==> src/design/ocx_pkg.sv <==
package ocx_pkg;

    localparam int MAX_CITIES_DEF = 32;
    localparam int GENE_W         = 5;
    localparam int POS_W          = 5;
    localparam int NUM_GENES      = 32;

    typedef logic [GENE_W-1:0] gene_t;
    typedef logic [POS_W-1:0]  pos_t;

    typedef enum logic [1:0] {
        ST_LOAD,
        ST_SEG,
        ST_FILL,
        ST_EMIT
    } state_t;

    // Child store control from the sequencer
    typedef struct packed {
        logic clear;
        logic wr;
    } child_ctl_t;

endpackage

==> src/design/ocx_if.sv <==
interface ocx_in_if;
    import ocx_pkg::*;

    logic  valid;
    logic  ready;
    gene_t gene_a;
    gene_t gene_b;
    gene_t cut_start;
    gene_t cut_end;
    logic  is_last;

    modport source (output valid, gene_a, gene_b, cut_start, cut_end, is_last, input ready);
    modport sink   (input valid, gene_a, gene_b, cut_start, cut_end, is_last, output ready);
endinterface

interface ocx_out_if;
    import ocx_pkg::*;

    logic  valid;
    logic  ready;
    logic  which_child;
    pos_t  position;
    gene_t city;
    logic  final_gene;

    modport source (output valid, which_child, position, city, final_gene, input ready);
    modport sink   (input valid, which_child, position, city, final_gene, output ready);
endinterface

==> src/design/ocx_parent_mem.sv <==
module ocx_parent_mem #(
    parameter int MAX_CITIES = ocx_pkg::MAX_CITIES_DEF
) (
    input  logic                          clk,
    input  logic                          wr_en,
    input  logic [$clog2(MAX_CITIES)-1:0] wr_addr,
    input  ocx_pkg::gene_t                wr_gene_a,
    input  ocx_pkg::gene_t                wr_gene_b,
    input  logic [$clog2(MAX_CITIES)-1:0] rd_addr,
    input  logic                          rd_sel_b,
    output ocx_pkg::gene_t                rd_gene
);
    import ocx_pkg::*;

    gene_t store_a_reg [MAX_CITIES];
    gene_t store_b_reg [MAX_CITIES];

    always_ff @(posedge clk)
    begin
        if (wr_en)
        begin
            store_a_reg[wr_addr] <= wr_gene_a;
            store_b_reg[wr_addr] <= wr_gene_b;
        end
    end

    assign rd_gene = rd_sel_b ? store_b_reg[rd_addr] : store_a_reg[rd_addr];

endmodule

==> src/design/ocx_child_mem.sv <==
module ocx_child_mem #(
    parameter int MAX_CITIES = ocx_pkg::MAX_CITIES_DEF
) (
    input  logic                          clk,
    input  logic                          rst_n,
    input  ocx_pkg::child_ctl_t           ctl,
    input  logic [$clog2(MAX_CITIES)-1:0] wr_addr,
    input  ocx_pkg::gene_t                wr_gene,
    input  logic [$clog2(MAX_CITIES)-1:0] rd_addr,
    output ocx_pkg::gene_t                rd_gene,
    input  ocx_pkg::gene_t                test_gene,
    output logic                          test_placed
);
    import ocx_pkg::*;

    gene_t                  child_reg [MAX_CITIES];
    logic [MAX_CITIES-1:0]  filled_reg;
    logic [MAX_CITIES-1:0]  filled_next;
    logic [NUM_GENES-1:0]   placed_reg;
    logic [NUM_GENES-1:0]   placed_next;

    always_ff @(posedge clk)
    begin
        if (ctl.wr)
        begin
            child_reg[wr_addr] <= wr_gene;
        end
    end

    always_comb
    begin
        filled_next = filled_reg;
        placed_next = placed_reg;
        if (ctl.clear)
        begin
            filled_next = '0;
            placed_next = '0;
        end
        else if (ctl.wr)
        begin
            filled_next[wr_addr] = 1'b1;
            placed_next[wr_gene] = 1'b1;
        end
    end

    always_ff @(posedge clk or negedge rst_n)
    begin
        if (!rst_n)
        begin
            filled_reg <= '0;
            placed_reg <= '0;
        end
        else
        begin
            filled_reg <= filled_next;
            placed_reg <= placed_next;
        end
    end

    // unfilled positions read as city zero
    assign rd_gene     = filled_reg[rd_addr] ? child_reg[rd_addr] : '0;
    assign test_placed = placed_reg[test_gene];

endmodule

==> src/design/ocx_ctrl.sv <==
module ocx_ctrl #(
    parameter int MAX_CITIES = ocx_pkg::MAX_CITIES_DEF
) (
    input  logic                          clk,
    input  logic                          rst_n,
    ocx_in_if.sink                        din,
    ocx_out_if.source                     dout,
    output logic                          par_wr_en,
    output logic [$clog2(MAX_CITIES)-1:0] par_wr_addr,
    output logic [$clog2(MAX_CITIES)-1:0] par_rd_addr,
    output logic                          par_rd_sel_b,
    input  ocx_pkg::gene_t                par_rd_gene,
    output ocx_pkg::child_ctl_t           child_ctl,
    output logic [$clog2(MAX_CITIES)-1:0] child_wr_addr,
    output ocx_pkg::gene_t                child_wr_gene,
    output logic [$clog2(MAX_CITIES)-1:0] child_rd_addr,
    input  ocx_pkg::gene_t                child_rd_gene,
    output ocx_pkg::gene_t                child_test_gene,
    input  logic                          child_test_placed
);
    import ocx_pkg::*;

    localparam int IW = $clog2(MAX_CITIES);
    localparam int CW = $clog2(MAX_CITIES + 1);
    localparam int XW = (CW > GENE_W) ? CW : GENE_W;

    state_t        state_reg,  state_next;
    logic [CW-1:0] count_reg,  count_next;
    logic [CW-1:0] n_reg,      n_next;
    logic [IW-1:0] s_reg,      s_next;
    logic [IW-1:0] e_reg,      e_next;
    logic [IW-1:0] idx_reg,    idx_next;
    logic [IW-1:0] pos_reg,    pos_next;
    logic [IW-1:0] iter_reg,   iter_next;
    logic [CW-1:0] left_reg,   left_next;
    logic          child_reg,  child_next;
    logic          ov_reg,     ov_next;
    logic          oc_reg,     oc_next;
    pos_t          op_reg,     op_next;
    gene_t         og_reg,     og_next;
    logic          of_reg,     of_next;

    logic          accept;
    logic          full;
    logic [CW-1:0] n_new;
    logic [XW-1:0] n_m1;
    logic [XW-1:0] cs_sat;
    logic [XW-1:0] ce_sat;
    logic          take;
    logic          slot_free;
    logic          idx_wrap;
    logic          pos_wrap;
    logic          seg_last;
    logic          idx_last;
    logic          iter_last;

    assign din.ready = (state_reg == ST_LOAD);
    assign accept    = din.valid && din.ready;
    assign full      = (count_reg >= CW'(MAX_CITIES));
    assign n_new     = full ? count_reg : count_reg + CW'(1);
    assign n_m1      = XW'(n_new) - XW'(1);
    assign cs_sat    = (XW'(din.cut_start) > n_m1) ? n_m1 : XW'(din.cut_start);
    assign ce_sat    = (XW'(din.cut_end) > n_m1) ? n_m1 : XW'(din.cut_end);

    assign idx_wrap  = (CW'(idx_reg) + CW'(1) >= n_reg);
    assign pos_wrap  = (CW'(pos_reg) + CW'(1) >= n_reg);
    assign seg_last  = (idx_reg == e_reg);
    assign idx_last  = (CW'(idx_reg) + CW'(1) == n_reg);
    assign iter_last = (CW'(iter_reg) + CW'(1) == n_reg);
    assign take      = (left_reg != '0) && !child_test_placed;
    assign slot_free = !ov_reg || dout.ready;

    assign par_wr_en       = accept && !full;
    assign par_wr_addr     = count_reg[IW-1:0];
    assign par_rd_addr     = idx_reg;
    // own parent while copying the segment, the other one while filling
    assign par_rd_sel_b    = (state_reg == ST_FILL) ? !child_reg : child_reg;
    assign child_wr_addr   = (state_reg == ST_FILL) ? pos_reg : idx_reg;
    assign child_wr_gene   = par_rd_gene;
    assign child_rd_addr   = idx_reg;
    assign child_test_gene = par_rd_gene;

    always_comb
    begin
        state_next      = state_reg;
        count_next      = count_reg;
        n_next          = n_reg;
        s_next          = s_reg;
        e_next          = e_reg;
        idx_next        = idx_reg;
        pos_next        = pos_reg;
        iter_next       = iter_reg;
        left_next       = left_reg;
        child_next      = child_reg;
        ov_next         = ov_reg && !dout.ready;
        oc_next         = oc_reg;
        op_next         = op_reg;
        og_next         = og_reg;
        of_next         = of_reg;
        child_ctl.clear = 1'b0;
        child_ctl.wr    = 1'b0;

        unique case (state_reg)
            ST_LOAD:
            begin
                if (accept)
                begin
                    count_next = n_new;
                    if (din.is_last)
                    begin
                        n_next          = n_new;
                        s_next          = (cs_sat > ce_sat) ? IW'(ce_sat) : IW'(cs_sat);
                        e_next          = (cs_sat > ce_sat) ? IW'(cs_sat) : IW'(ce_sat);
                        idx_next        = (cs_sat > ce_sat) ? IW'(ce_sat) : IW'(cs_sat);
                        count_next      = '0;
                        child_next      = 1'b0;
                        child_ctl.clear = 1'b1;
                        state_next      = ST_SEG;
                    end
                end
            end
            ST_SEG:
            begin
                child_ctl.wr = 1'b1;
                if (seg_last)
                begin
                    pos_next   = idx_wrap ? '0 : idx_reg + IW'(1);
                    idx_next   = idx_wrap ? '0 : idx_reg + IW'(1);
                    left_next  = n_reg - CW'(e_reg) + CW'(s_reg) - CW'(1);
                    iter_next  = '0;
                    state_next = ST_FILL;
                end
                else
                begin
                    idx_next = idx_reg + IW'(1);
                end
            end
            ST_FILL:
            begin
                if (take)
                begin
                    child_ctl.wr = 1'b1;
                    pos_next     = pos_wrap ? '0 : pos_reg + IW'(1);
                    left_next    = left_reg - CW'(1);
                end
                idx_next  = idx_wrap ? '0 : idx_reg + IW'(1);
                iter_next = iter_reg + IW'(1);
                if (iter_last)
                begin
                    idx_next   = '0;
                    state_next = ST_EMIT;
                end
            end
            ST_EMIT:
            begin
                if (slot_free)
                begin
                    ov_next = 1'b1;
                    oc_next = child_reg;
                    op_next = POS_W'(idx_reg);
                    og_next = child_rd_gene;
                    of_next = child_reg && idx_last;
                    if (idx_last)
                    begin
                        if (!child_reg)
                        begin
                            child_next      = 1'b1;
                            idx_next        = s_reg;
                            child_ctl.clear = 1'b1;
                            state_next      = ST_SEG;
                        end
                        else
                        begin
                            state_next = ST_LOAD;
                        end
                    end
                    else
                    begin
                        idx_next = idx_reg + IW'(1);
                    end
                end
            end
            default:
            begin
                state_next = ST_LOAD;
            end
        endcase
    end

    always_ff @(posedge clk or negedge rst_n)
    begin
        if (!rst_n)
        begin
            state_reg <= ST_LOAD;
            count_reg <= '0;
            ov_reg    <= 1'b0;
        end
        else
        begin
            state_reg <= state_next;
            count_reg <= count_next;
            ov_reg    <= ov_next;
        end
    end

    always_ff @(posedge clk)
    begin
        n_reg     <= n_next;
        s_reg     <= s_next;
        e_reg     <= e_next;
        idx_reg   <= idx_next;
        pos_reg   <= pos_next;
        iter_reg  <= iter_next;
        left_reg  <= left_next;
        child_reg <= child_next;
        oc_reg    <= oc_next;
        op_reg    <= op_next;
        og_reg    <= og_next;
        of_reg    <= of_next;
    end

    assign dout.valid       = ov_reg;
    assign dout.which_child = oc_reg;
    assign dout.position    = op_reg;
    assign dout.city        = og_reg;
    assign dout.final_gene  = of_reg;

endmodule

==> src/design/order_crossover_permutation.sv <==
// Sequence: load beats are taken while the sequencer is in its load state; after the
// last beat, each child runs a segment-copy pass, a fill pass and an emit pass in turn.
// Throughput: one load beat per cycle while din.ready is high; din.ready stays low from
// the last beat until the last gene of child two is issued, output stalls included.
// Reset: rst_n clears the sequencer, the load count, the output valid and the child
// fill/placed maps; the parent and child gene stores are undefined until written.
module order_crossover_permutation #(
    parameter int MAX_CITIES = ocx_pkg::MAX_CITIES_DEF
) (
    input  logic       clk,
    input  logic       rst_n,
    ocx_in_if.sink     din,
    ocx_out_if.source  dout
);
    import ocx_pkg::*;

    localparam int IW = $clog2(MAX_CITIES);

    // parent store port
    logic          par_wr_en;
    logic [IW-1:0] par_wr_addr;
    logic [IW-1:0] par_rd_addr;
    logic          par_rd_sel_b;
    gene_t         par_rd_gene;

    // child store port
    child_ctl_t    child_ctl;
    logic [IW-1:0] child_wr_addr;
    gene_t         child_wr_gene;
    logic [IW-1:0] child_rd_addr;
    gene_t         child_rd_gene;
    gene_t         child_test_gene;
    logic          child_test_placed;

    // Sequencer: load beats, then per child a segment copy, a cyclic fill pass that
    // tests each candidate gene against the placed map, and an emit pass.
    ocx_ctrl #(
        .MAX_CITIES (MAX_CITIES)
    ) u_ctrl (
        .clk               (clk),
        .rst_n             (rst_n),
        .din               (din),
        .dout              (dout),
        .par_wr_en         (par_wr_en),
        .par_wr_addr       (par_wr_addr),
        .par_rd_addr       (par_rd_addr),
        .par_rd_sel_b      (par_rd_sel_b),
        .par_rd_gene       (par_rd_gene),
        .child_ctl         (child_ctl),
        .child_wr_addr     (child_wr_addr),
        .child_wr_gene     (child_wr_gene),
        .child_rd_addr     (child_rd_addr),
        .child_rd_gene     (child_rd_gene),
        .child_test_gene   (child_test_gene),
        .child_test_placed (child_test_placed)
    );

    // Both parent tours, written together on each load beat while the store is not full
    ocx_parent_mem #(
        .MAX_CITIES (MAX_CITIES)
    ) u_parent_mem (
        .clk       (clk),
        .wr_en     (par_wr_en),
        .wr_addr   (par_wr_addr),
        .wr_gene_a (din.gene_a),
        .wr_gene_b (din.gene_b),
        .rd_addr   (par_rd_addr),
        .rd_sel_b  (par_rd_sel_b),
        .rd_gene   (par_rd_gene)
    );

    // Child under construction plus its placed-city map
    ocx_child_mem #(
        .MAX_CITIES (MAX_CITIES)
    ) u_child_mem (
        .clk         (clk),
        .rst_n       (rst_n),
        .ctl         (child_ctl),
        .wr_addr     (child_wr_addr),
        .wr_gene     (child_wr_gene),
        .rd_addr     (child_rd_addr),
        .rd_gene     (child_rd_gene),
        .test_gene   (child_test_gene),
        .test_placed (child_test_placed)
    );

endmodule

==> src/flat_wrapper.sv <==
// flat-port wrapper written by rule: the top's interface ports become plain ports
module order_crossover_permutation_flat import ocx_pkg::*;
#(
    parameter int MAX_CITIES = ocx_pkg::MAX_CITIES_DEF
)
  (clk, rst_n, din_valid, din_gene_a, din_gene_b, din_cut_start, din_cut_end, din_is_last, din_ready, dout_valid, dout_which_child, dout_position, dout_city, dout_final_gene, dout_ready);
  ocx_in_if din_i ();
  ocx_out_if dout_i ();
  input  logic clk;
  input  logic rst_n;
  input wire logic [$bits(din_i.valid)-1:0] din_valid;
  input wire logic [$bits(din_i.gene_a)-1:0] din_gene_a;
  input wire logic [$bits(din_i.gene_b)-1:0] din_gene_b;
  input wire logic [$bits(din_i.cut_start)-1:0] din_cut_start;
  input wire logic [$bits(din_i.cut_end)-1:0] din_cut_end;
  input wire logic [$bits(din_i.is_last)-1:0] din_is_last;
  output wire logic [$bits(din_i.ready)-1:0] din_ready;
  output wire logic [$bits(dout_i.valid)-1:0] dout_valid;
  output wire logic [$bits(dout_i.which_child)-1:0] dout_which_child;
  output wire logic [$bits(dout_i.position)-1:0] dout_position;
  output wire logic [$bits(dout_i.city)-1:0] dout_city;
  output wire logic [$bits(dout_i.final_gene)-1:0] dout_final_gene;
  input wire logic [$bits(dout_i.ready)-1:0] dout_ready;
  assign din_i.valid = din_valid;
  assign din_i.gene_a = din_gene_a;
  assign din_i.gene_b = din_gene_b;
  assign din_i.cut_start = din_cut_start;
  assign din_i.cut_end = din_cut_end;
  assign din_i.is_last = din_is_last;
  assign din_ready = din_i.ready;
  assign dout_valid = dout_i.valid;
  assign dout_which_child = dout_i.which_child;
  assign dout_position = dout_i.position;
  assign dout_city = dout_i.city;
  assign dout_final_gene = dout_i.final_gene;
  assign dout_i.ready = dout_ready;
  order_crossover_permutation #(.MAX_CITIES(MAX_CITIES)) u_core (.clk(clk), .rst_n(rst_n), .din(din_i), .dout(dout_i));
endmodule
==> config.mk <==
export PLATFORM = sky130hd
export DESIGN_NAME = order_crossover_permutation_flat
export DESIGN_NICKNAME = d
export VERILOG_FILES = /design/src/design/ocx_pkg.sv /design/src/design/ocx_if.sv /design/src/design/ocx_parent_mem.sv /design/src/design/ocx_child_mem.sv /design/src/design/ocx_ctrl.sv /design/src/design/order_crossover_permutation.sv /design/src/flat_wrapper.sv
export SDC_FILE = /design/constraint.sdc
export NUM_CORES = 1
export LEC_CHECK = 0
export BUFFER_PORTS_ARGS = -buffer_cell sky130_fd_sc_hd__buf_2
export CAP_MARGIN = 25
export CELL_PAD_IN_SITES_DETAIL_PLACEMENT = 2
export CELL_PAD_IN_SITES_GLOBAL_PLACEMENT = 2
export CORE_MARGIN = 10
export CORE_UTILIZATION = 40
export CTS_CLUSTER_SIZE = 12
export DETAILED_ROUTE_END_ITERATION = 6
export HOLD_SLACK_MARGIN = 0.1
export PLACE_DENSITY = 0.71
export SLEW_MARGIN = 20
export SYNTH_ARGS = -nofsm -noshare
export SYNTH_HDL_FRONTEND = slang
export SYNTH_SLANG_ARGS = --single-unit
==> constraint.sdc <==
create_clock -name clk -period 13.7 [get_ports clk]
set_input_delay 0.685 -clock clk [delete_from_list [all_inputs] [get_ports clk]]
set_output_delay 0.685 -clock clk [all_outputs]
set_load 0.005 [all_outputs]
==> results of run 1 <==
==> cells in the mapped netlist, drive strengths merged (5+ instances only) <==
cell,n
nand3b,6
a2111oi,5
nor2,87
mux2,9
and3,7
nand2,158
o31ai,33
xor2,16
buf,45
a22oi,5
o211ai,6
mux4,137
a21o,7
dfxtp,5
clkbuf,34
o21a,7
ha,43
o221ai,6
xnor2,22
mux2i,65
nand3,23
fa,6
o21ai,60
and2,10
edfxtp,530
o22ai,8
dfrtp,73
a21oi,22
nor2b,11
nor3,37
o32ai,6
inv,63
nand2b,11
==> worst paths after layout <==
path,from,endpoint,slack [ns],cells past startpoint
max,register,u_core.u_child_mem.child_reg[10][2]$_DFFE_PP_,7.01,13
min,rst_n,u_core.u_child_mem.filled_reg[5]$_DFFE_PN0P_,0.09,1
max reg2reg,register,u_core.u_child_mem.child_reg[10][2]$_DFFE_PP_,7.01,13
min reg2reg,u_core.u_child_mem.filled_reg[4]$_DFFE_PN0P_,u_core.u_child_mem.filled_reg[4]$_DFFE_PN0P_,0.48,2
max in group asynchronous,rst_n,u_core.u_child_mem.placed_reg[4]$_DFFE_PN0P_,13.05,1
min in group clk,din_valid,u_core.u_ctrl.count_reg[5]$_DFFE_PN0P_,0.46,3
==> through the flow <==
step | cells | hold slack, ns | cell area [um^2] | util | setup slack [ns]
floorplan | 1620 | 0.389 | 26400 | - | 8.13
global placement | 2464 | 0.455 | 27400 | 0.418 | 7.13
detailed placement | 2482 | 0.470 | 27600 | 0.421 | 6.86
CTS | 2598 | 0.272 | 29700 | 0.453 | 6.85
global route | 2599 | 0.140 | 29700 | 0.453 | 6.42
finish | 2599 | 0.0919 | 29700 | 0.453 | 7.01
==> cell usage in the layout (no fill, tap or decap), types with 16 or more instances in the layout <==
| cell | count |
|---|---|
| xnor2_1 | 22 |
| nand3_1 | 23 |
| o31ai_1 | 33 |
| buf_4 | 30 |
| o21ai_1 | 26 |
| clkbuf_1 | 23 |
| xor2_1 | 16 |
| inv_1 | 59 |
| mux4_2 | 137 |
| mux2i_1 | 65 |
| edfxtp_1 | 530 |
| clkbuf_16 | 68 |
| ha_1 | 43 |
| nand2_1 | 158 |
| nor3_1 | 37 |
| dfrtp_1 | 73 |
| a21oi_1 | 22 |
| o21ai_0 | 33 |
| buf_2 | 37 |
| nor2_1 | 76 |
==> layer usage <==
layer,up-vias,share of wire,track usage
li1,6435,-,-
met1,7835,0.43,0.238
met2,287,0.51,0.324
met3,138,0.032,0.0284
met4,0,0.034,0.0707
met5,-,0,0
==> power by group through the flow <==
stage                     sequential (W)  combinational [W]  clock (W)
after floorplan                  0.00261            0.00207          0
after global placement           0.00277            0.00284          0
after detailed placement         0.00278            0.00295          0
after CTS                        0.00275            0.00297    0.00179
after global routing             0.00278            0.00320    0.00186
final                            0.00274            0.00292    0.00175
==> worst max-delay path: cells and delay by family, from the launching register on <==
family / cells / cell delay [ns]
compound gates: 5 / 1.46
buf+inv: 3 / 2.07
flops: 1 / 0.84
mux: 2 / 0.87
simple gates: 3 / 1.02
==> cell type report <==
class                      instances  area share
clock buffer                      95      0.0620
sequential                       608       0.600
multi-input combinational        868       0.267
clock inverter                    21     0.00850
tap                              864      0.0363
timing repair buffer              78      0.0180
inverter                          65     0.00820
==> cell families (layout without fill, tap and decap cells) <==
family,count (synthesis),count (layout),share of synthesized area
flip-flops,608,608,0.676
XOR/XNOR,39,39,0.0135
adder cells (fa/ha/maj),49,49,0.0249
AO/OA/AOI/OAI,192,192,0.0501
AND/OR/NAND/NOR,375,375,0.0651
multiplexers,211,211,0.145
other,2,2,0.000285
buffers and inverters,144,259,0.0247
==> reports/results.txt, run 1 <==
final number of hold-violating endpoints: 0
crit path max fanout: 80
Setup TNS: 0 ns
RSZ-0062 raised after global routing: no
crit-path cells: buf_4 -> mux4_2 -> mux2i_1 -> a22oi_1 -> a32oi_1 -> inv_2 -> or2_1 -> a2111oi_0 -> a21oi_1 -> nor4b_4 -> a31oi_4 -> buf_4 -> nor3_1
Final Skew: 0.0257 ns
initial antenna violation count: 0
Final nets: 1763
Hold-fix buffers, CTS: 0
number of DRC markers in iteration 0: 1016
Row Count: 94
die width: 277 um
Post-synth EDFFs: 530
first-pass GRT wire length: 110 mm
critical path required time: 13.98 ns
crit path time final: 6.69 ns
Synth cell types: 71
Clock power frac: 0.236
Yosys warnings: 0
HP Class: in -> async
multi-input logic area: 0.00794 mm^2
Post-route DRC: 0
CTS root buf: clkbuf_16
fin crit share: 0.489
GPL Wtd Cong: 0.777
Mapped Cells: 1620
Num Clock Sinks: 608
crit-path max cell delay: 0.84 ns
Area contributors post-synth: edfxtp_1 (60%), mux4_2 (12%), dfrtp_1 (6.9%)
worst skew pair latency: 0.62 ns
worst vdd ir: 175 uV
PwrDens: 249 mW/mm^2
largest net degree at the start of global routing: 81
Tot GR Track Use: 0.189
# H-tree levels: 3
routed vias/inst: 5.65
Slew @ Worst Pin: 1.07 ns
WS Path Type: reg -> reg
FMAX: 149 MHz
postcts setup bufs: 0
Flop pwr share: 0.370
clk slew on worst S/H paths: 0.06 ns
Syn Nets: 1694
Main synth FF type: edfxtp_1
Synth Area per Inst: 16.3 um^2
slew margin rel.: 0.289
status: finished, final reports clean
Reg area: 0.0179 mm^2
Setup crit start kind: register
vias: 14700
core area: 0.0656 mm^2
Die ar.: 0.0767 mm^2
final wirelength: 72.9 mm
clk buf depth: 3
post-synthesis instance area: 0.0264 mm^2
DR pass1 iterations: 5
total power: 0.00741 W
total grt overflow: 0
cell mode on critical path: buf_4
Worst Setup End Kind: register
Critical Path AT: 6.98 ns
Synth area leader: edfxtp_1
MaxCap Viol Count: 0
Final Setup Violations: 0
Post-synth ARST share: 0.120
area grow syn2layout: 12.7%
share of the synthesized area in the top cell type: 0.603
Resize count post-CTS: 0
post-detailed-route wirelength per cell: 28.0 um
Final ANT Viol Nets: 0
Die H: 277 um
internal power: 0.00454 W
switching share of power: 0.388
layout cells sized above 1: 0.198
TritonCTS Buffers: 68
Antenna Cells: 0
Seq/Total Area, Yosys: 0.676
Yosys reg bits: 608
CTS tree: yes
filler instances: 6085
Initial Utilization: 0.402
vias in the first global route: 16600
Sw Pwr: 0.00287 W
Max stage delay cell, worst path: dfxtp_4
I/O Buffers: 38
Final Max Slew Viols: 0
Leak Pwr: 10.2 nW
Comb pwr share: 0.394
Final HPWL DP: 47.9 mm
Top Ports: 39
Note: power is estimated with default switching activity, not from simulation.
==> run 2, diff against run 1 <==
==> constraint.sdc (replaced) <==
create_clock -name clk -period 6.3 [get_ports clk]
set_input_delay 0.315 -clock clk [delete_from_list [all_inputs] [get_ports clk]]
set_output_delay 0.315 -clock clk [all_outputs]
set_load 0.005 [all_outputs]
==> run 2 against run 1 <==
Combinational power increased by 120%. Largest power group unchanged. Clock skew up 0.0048 ns. Total power up 120%. Largest cell class unchanged.
==> reports/results.txt, run 2 (synthesis results as in run 1) <==
Initial Utilization: 0.402
area grow syn2layout: 13.9%
HP Class: in -> reg
WP buf/inv: 4
WS Path Type: reg -> reg
Num Clock Sinks: 608
switching share of power: 0.382
worst vdd ir: 347 uV
Final Skew: 0.0305 ns
fin crit share: 0.919
slew margin rel.: 0.311
Critical Path AT: 6.27 ns
critical path required time: 6.78 ns
Slew @ Worst Pin: 1.03 ns
DR pass1 iterations: 4
crit path time final: 5.79 ns
Comb pwr share: 0.397
crit-path max cell delay: 0.49 ns
CTS root buf: clkbuf_16
Die ar.: 0.0767 mm^2
# H-tree levels: 3
Top Ports: 39
GPL Wtd Cong: 0.793
kind of cell adding the most delay to the critical path: simple AND/OR/NAND/NOR gates
PwrDens: 537 mW/mm^2
routed vias/inst: 5.63
clk buf depth: 3
Final Max Slew Viols: 0
Row Count: 94
Hold Crit Depth: 3
Setup crit start kind: register
Antenna Cells: 0
core area: 0.0656 mm^2
Final ANT Viol Nets: 0
most frequent cells in the layout: edfxtp_1 (530), nand2_1 (158), mux4_2 (137), nor2_1 (77), dfrtp_1 (73)
I/O Buffers: 38
final number of hold-violating endpoints: 0
TritonCTS Buffers: 68
status: finished, final reports clean
CTS tree: yes
internal power: 0.00998 W
Tot GR Track Use: 0.191
Final HPWL DP: 48.5 mm
Final Setup Violations: 0
Leak Pwr: 10.4 nW
RSZ-0062 raised after global routing: no
vias: 14900
Levels on crit path: 26
Setup TNS: 0 ns
clk slew on worst S/H paths: 0.06 ns
Final nets: 1805
number of DRC markers in iteration 0: 893
Flop pwr share: 0.370
Post-route DRC: 0
die width: 277 um
largest net degree at the start of global routing: 74
total power: 0.0162 W
Max stage delay cell, worst path: dfrtp_1
vias in the first global route: 16800
hold slack: 0.223 ns
postcts setup bufs: 0
Worst Setup End Kind: register
layout cells sized above 1: 0.215
commonest non-fill, non-tap cell in the layout: edfxtp_1
MaxCap Viol Count: 0
total grt overflow: 0
Sw Pwr: 0.00618 W
post-detailed-route wirelength per cell: 27.6 um
final wirelength: 72.9 mm
Die H: 277 um
first-pass GRT wire length: 112 mm
crit path max fanout: 14
FMAX: 173 MHz
initial antenna violation count: 2
worst skew pair latency: 0.62 ns
Clock power frac: 0.233
R2R depth: 26
[run 2: final cells by class]
cell class              count  area [um^2]
clock buffers              85         1810
clock inverters            30          253
fillers                  6158        35600
inverters                  65          244
multi-input cells         868         7930
flip-flops and latches    608        17900
well taps                 864         1080
repair buffers            120          901
[run 2: timing repair]
action | CTS | global route
hold endpoints to repair | 77 | 0
resized for setup | 0 | 2
hold buffers | 3 | 0
endpoints found under the setup margin | 0 | 5
[run 2: stage by stage]
stage | area (um^2) | cells | worst slack, ns | util
after detailed placement | 27900 | 2516 | 0.228 | 0.425
after floorplan | 26400 | 1620 | 0.734 | -
after global placement | 27800 | 2504 | 0.567 | 0.423
after global routing | 30100 | 2640 | 0.0671 | 0.458
after CTS | 30000 | 2634 | 0.173 | 0.457
final | 30100 | 2640 | 0.508 | 0.458
[run 2: path summary, 6_finish.rpt]
check	slack, ns	to	startpoint
max in group asynchronous	5.42	u_core.u_child_mem.placed_reg[1]$_DFFE_PN0P_	rst_n
worst min-delay path	0.22	u_core.u_ctrl.e_reg[2]$_DFFE_PP_	din_cut_end[2]
worst max register to register	0.51	register	u_core.u_ctrl.count_reg[1]$_DFFE_PN0P_
min in group asynchronous	0.32	u_core.u_ctrl.count_reg[1]$_DFFE_PN0P_	rst_n
worst min register to register	0.48	u_core.u_child_mem.placed_reg[26]$_DFFE_PN0P_	u_core.u_child_mem.placed_reg[26]$_DFFE_PN0P_
worst max-delay path	0.51	register	u_core.u_ctrl.count_reg[1]$_DFFE_PN0P_
[run 2: power groups by stage]
stage | clock network (W) | logic (W) | registers [W]
floorplan | 0 | 0.00450 | 0.00568
global placement | 0 | 0.00607 | 0.00603
detailed placement | 0 | 0.00643 | 0.00607
CTS | 0.00386 | 0.00647 | 0.00599
global route | 0.00401 | 0.00707 | 0.00606
finish | 0.00377 | 0.00641 | 0.00597
[run 2: layer usage]
layer  vias to the layer above  track usage  wire length (um)
met2                       290        0.336             38000
met1                      7922        0.235             30300
met3                       129       0.0340              2740
met5                         -            0                25
met4                         4       0.0571              1880
li1                       6506            -                 -
[run 2: worst register-to-register path, stage by stage, from the launching register on]
cell	delay, ns
dfrtp_1	0.49
inv_1	0.11
ha_1	0.31
mux2i_2	0.30
nand2_1	0.18
nor2_1	0.22
nand2_1	0.10
xnor2_1	0.24
inv_1	0.11
ha_1	0.31
nand2_1	0.08
or3_1	0.39
o311ai_1	0.14
clkbuf_2	0.27
mux2i_1	0.36
ha_1	0.31
nor2b_1	0.14
o21a_1	0.16
o21ai_0	0.15
nand2b_1	0.08
a21oi_1	0.15
nor2b_1	0.06
o22ai_1	0.16
buf_4	0.24
mux2i_1	0.12
o21a_1	0.21
mux2_2	0.27
